`src/sv/bkpw_pkg.sv`:
```
// Package with shared constants and types for the box kernel particle weight unit.
`default_nettype none
package bkpw_pkg;
  localparam int unsigned MaxParticles = 1024;
  localparam int unsigned NumParams    = 8;
  localparam int unsigned FracBits     = 16;
  localparam int unsigned DataW        = 32;
  localparam int unsigned IdxW         = $clog2(MaxParticles);
  localparam int unsigned CntW         = $clog2(MaxParticles + 1);
  localparam int unsigned ParamMemW    = DataW * NumParams;
  localparam int unsigned SumW         = 64;

  localparam logic [DataW-1:0] OneFix = DataW'(1) << FracBits;

  localparam logic [0:0] RegKernelFactor = 1'b0;
  localparam logic [0:0] RegFirstRound   = 1'b1;

  localparam logic KindLoad  = 1'b0;
  localparam logic KindQuery = 1'b1;

  typedef logic [DataW-1:0] word_t;
  typedef word_t [NumParams-1:0] param_vec_t;
endpackage
`default_nettype wire

```
`src/sv/bkpw_recip.sv`:
```
// Restoring divider computing 2^(2*FracBits) / sum, one quotient bit per cycle.
`default_nettype none
module bkpw_recip import bkpw_pkg::*; (
  input  wire logic            clk_i,
  input  wire logic            rst_ni,
  input  wire logic            start_i,
  input  wire logic [SumW-1:0] sum_i,
  output logic                 done_o,
  output logic [SumW-1:0]      quot_o
);
  localparam int unsigned NumW = 2 * FracBits + 1;
  localparam int unsigned BitW = $clog2(NumW + 1);
  localparam logic [NumW-1:0] Num = NumW'(1) << (2 * FracBits);

  logic [SumW-1:0] den_q, rem_q, quot_q;
  logic [BitW-1:0] bit_q;
  logic            busy_q, done_q;
  logic [SumW:0]   trial;
  logic [SumW-1:0] rem_sh;

  // Shift in the next numerator bit and try a subtraction.
  always_comb begin
    rem_sh = {rem_q[SumW-2:0], Num[bit_q - BitW'(1)]};
    trial  = {1'b0, rem_sh} - {1'b0, den_q};
  end

  always_ff @(posedge clk_i or negedge rst_ni) begin
    if (!rst_ni) begin
      busy_q <= 1'b0;
      done_q <= 1'b0;
      bit_q  <= '0;
    end else begin
      done_q <= 1'b0;
      if (start_i) begin
        busy_q <= 1'b1;
        bit_q  <= BitW'(NumW);
      end else if (busy_q) begin
        bit_q <= bit_q - BitW'(1);
        if (bit_q == BitW'(1)) begin
          busy_q <= 1'b0;
          done_q <= 1'b1;
        end
      end
    end
  end

  always_ff @(posedge clk_i) begin
    if (start_i) begin
      den_q  <= sum_i;
      rem_q  <= '0;
      quot_q <= '0;
    end else if (busy_q) begin
      if (!trial[SumW]) begin
        rem_q  <= trial[SumW-1:0];
        quot_q <= {quot_q[SumW-2:0], 1'b1};
      end else begin
        rem_q  <= rem_sh;
        quot_q <= {quot_q[SumW-2:0], 1'b0};
      end
    end
  end

  assign done_o = done_q;
  assign quot_o = quot_q;
endmodule
`default_nettype wire

```
`config.mk`:
```
export PLATFORM = sky130hd
export DESIGN_NAME = bkpw_recip
export DESIGN_NICKNAME = d
export VERILOG_FILES = /design/src/sv/bkpw_pkg.sv /design/src/sv/bkpw_recip.sv
export SDC_FILE = /design/constraint.sdc
export NUM_CORES = 1
export LEC_CHECK = 0
export BUFFER_PORTS_ARGS = -buffer_cell sky130_fd_sc_hd__buf_4
export CORE_MARGIN = 2
export CORE_UTILIZATION = 50
export CTS_BUF_LIST = sky130_fd_sc_hd__clkbuf_2 sky130_fd_sc_hd__clkbuf_4 sky130_fd_sc_hd__clkbuf_8
export CTS_CLUSTER_DIAMETER = 50
export DETAILED_ROUTE_END_ITERATION = 7
export GPL_TIMING_DRIVEN = 0
export PLACE_DENSITY = 0.73
export SYNTH_ARGS = -nofsm -noshare
export SYNTH_HDL_FRONTEND = slang
export SYNTH_SLANG_ARGS = --single-unit
```
`constraint.sdc`:
```
create_clock -name clk_i -period 3.45 [get_ports clk_i]
set_input_delay 0.345 -clock clk_i [delete_from_list [all_inputs] [get_ports clk_i]]
set_output_delay 0.345 -clock clk_i [all_outputs]
set_load 0.01 [all_outputs]
```
==> summary.txt <==
Floorplan
  – Initial core utilization: 50.7%
  – Standard-cell rows: 55
  – Die area: 24,100 um^2
  – Total core area: 22,600 um^2
  – Die Ht: 155 um
  – Die Width: 155 um
  – Top Ports: 132

Final layout
  – Fill count: 1,878
  – Diode count: 0
  – Post-route cell area: 14,300 um^2
  – Post-layout net count: 1,633
  – Final cell count without fillers: 1,797
  – P&R area growth vs syn: 25.4%
  – Share of cells above drive strength 1: 21.0%
  – Final core occ: 63.5%

Logic synthesis
  – Synth async-reset ratio: 4.02%
  – Sequential cell area fraction in the yosys report: 40.8%
  – Yosys reg bits: 199
  – Synth warn: 0
  – Post-synth top flop: dfxtp_1
  – Yosys top cell by area: dfxtp_1
  – Mapped Nets: 1,427
  – Largest cells by area after synthesis: dfxtp_1, edfxtp_1, ha_1
  – Netlist cell types: 71
  – Syn Area/Cell: 8.84 um^2
  – Number of synthesized flops with an enable pin: 64
  – Post-synth top area share: 22.2%
  – Mapped Area: 11,400 um^2
  – Post-synthesis instance total: 1,293

Global route
  – Global Route met1 Usage: 34.7%
  – Most used routing layer in global routing: met2
  – Total grt overflow: 0
  – GR Layer Usage met2: 40.9%
  – Largest net degree at the start of global routing: 67
  – Initial antenna violation count: 0
  – Met3 GRT Util: 6.63%
  – Vias in the first global route: 9,998
  – First-pass GRT wire length: 50.3 mm
  – Global-route usage over all layers: 26.0%

Clock tree
  – CTS Buffer Depth: 2
  – CTS Sinks: 199
  – Latest clock arrival within the worst-skew pair: 0.50 ns
  – Clock root cell: clkbuf_8
  – Clock transition at path regs: 0.14 ns
  – CTS tree: built
  – Inserted Clock Buffers: 17
  – Clock H-tree levels: 4

Run status
  – Outcome: finished with violations
  – Failing checks: setup timing

Setup path
  – Worst-path fanout max: 6
  – WS Path Type: reg -> reg
  – RR Endpoint: rem_q[59]
  – Reg2reg start: bit_q[3]
  – CP startpoint kind: register
  – CP Data Arrival Time: 4.16 ns
  – Worst Path Required: 3.82 ns
  – Slack of the worst reg-to-reg path: -0.34 ns
  – R2R depth: 17
  – CP Capture Type: register

Pwr
  – Pwr per Cell Area: 531 nW/um^2
  – Peak VDD IR: 0.354 mV
  – Leakage: 6.57 nW
  – Total Power: 7.62 mW

Timing
  – Period minus WS final: 3.79 ns
  – Clock Skew: 0.0283 ns
  – Tcrit/Tclk final: 110%
  – RSZ-0062 raised after global routing: true
  – Fin Setup TNS: -16.34 ns
  – Fmax: 264 MHz
  – Hold_ws: 0.0163 ns
  – Final Hold Fails: 0
  – Final Max Slew Viols: 0
  – Slew Limit Headroom: 38.1%
  – Tightest Pin Transition: 0.926 ns
  – Final setup viols: 64
  – Fin worst setup slack: -0.335 ns

Worst hold path
  – WHS Endpoint: den_q[41]
  – Worst hold start: sum_i[41]
  – Worst hold path type: in -> reg
  – Worst hold stages: 1

Routing
  – Routed wire length: 32.1 mm
  – DRC Markers: 0
  – Pre-antenna DRT Iters: 7
  – Vias per cell: 5.80
  – Routed len/inst: 17.8 um
  – Initial drt markers: 733
  – DR vias: 10,400
  – Detail Route Antenna Nets: 0

Place
  – Cells after DPL: 1,709
  – RePlAce Congestion: 0.950
  – I/O Buffers: 131
  – DP Worst Slack: -0.745 ns
  – HPWL after DPL: 22.6 mm
  – Placed cell areas: 12,800 um^2

Run
  – Max cap viols: 0
==> sequential cells by signal (all words and copies together), names as in the netlist <==
signal / cells
busy_q: 1
bit_q: 6
done_o: 1
den_q: 64
quot_o: 64
rem_q: 63
==> logic make-up after synthesis <==
family,Yosys count,share of synthesized area (%)
muxes,71,6.21
DFF,199,40.8
and+or+nand+nor,418,15.9
AOI/OAI and AO/OA,319,18.7
adders and majority gates,67,7.40
buffers and inverters,161,6.55
xor gates and xnor gates,58,4.44
==> where the power goes <==
part	switching (mW)	internal, mW	leakage [nW]
clock network	1.12	0.619	0.227
logic	1.73	1.29	4.59
registers	0.191	2.67	1.75
total	3.05	4.57	6.57
==> synth_stat cells, drive strengths merged (17+ instances only) <==
master,instances
xor2,17
o21ai,60
dfxtp,127
buf,41
inv,83
nor2,173
clkbuf,35
a21o,25
a311oi,39
edfxtp,64
o21bai,20
ha,66
nand2,148
xnor2,41
a21oi,96
nand4,30
mux2i,71
==> how the worst max path moves through the flow <==
stage / start / endpoint / cells after the start
floorplan: bit_q[4] / rem_q[52] / 16
global placement: bit_q[4] / rem_q[47] / 14
detailed placement: bit_q[3] / rem_q[47] / 14
CTS: bit_q[3] / rem_q[51] / 15
global route: bit_q[4] / rem_q[39] / 16
finish: bit_q[3] / rem_q[59] / 17
==> area by class of cell <==
class	count	area (um^2)	share of cell area (%)
clock inverters	15	228	1.59
repair buffers	188	1620	11.3
well taps	285	357	2.49
clock buffers	17	234	1.63
plain buffers	77	524	3.66
flip-flops and latches	199	4660	32.5
inverters	83	312	2.17
multi-input cells	933	6400	44.6
==> repair_timing <==
action                     in CTS  in global routing
hold endpoints to repair       27                  9
resized for setup              69                 43
gates cloned                    2                  4
pin swaps                      21                 34
hold buffers                   20                  9
setup endpoints to repair      64                 64
setup buffers                  14                  8
==> cells in the final DEF (no fill, tap or decap), types with 12 or more instances in the layout <==
| master | instances |
|---|---|
| dlygate4sd3_1 | 29 |
| inv_1 | 83 |
| nor2_1 | 171 |
| edfxtp_1 | 64 |
| clkbuf_8 | 18 |
| buf_4 | 158 |
| nand4_1 | 29 |
| o21ai_0 | 32 |
| xor2_1 | 17 |
| dfxtp_1 | 127 |
| nor3_1 | 13 |
| buf_6 | 12 |
| clkbuf_1 | 29 |
| nand3_1 | 15 |
| a21oi_1 | 90 |
| nand2_1 | 139 |
| ha_1 | 65 |
| a311oi_1 | 21 |
| a311oi_2 | 18 |
| o21ai_1 | 21 |
| xnor2_1 | 40 |
| a21o_1 | 25 |
| mux2i_1 | 70 |
| o21bai_1 | 18 |
==> critical path: stages (launching register included) <==
cell      delay, ns
dfrtp_1        0.41
or3_4          0.40
nor3_4         0.25
xnor2_2        0.12
ha_2           0.20
fa_2           0.34
nand2b_4       0.16
a21oi_4        0.13
o21ai_2        0.09
a31oi_4        0.25
o21ai_4        0.12
o41ai_4        0.36
buf_6          0.19
buf_12         0.15
buf_6          0.12
nand3_1        0.07
mux2i_1        0.22
nor3_2         0.06
==> layer usage <==
layer | share of wire [%] | vias to the layer above
met1 | 44 | 4960
met3 | 8.0 | 73
met2 | 45 | 392
li1 | - | 4994
met4 | 3.0 | 0
met5 | 0 | -
Note: power is estimated with default switching activity, not from simulation.
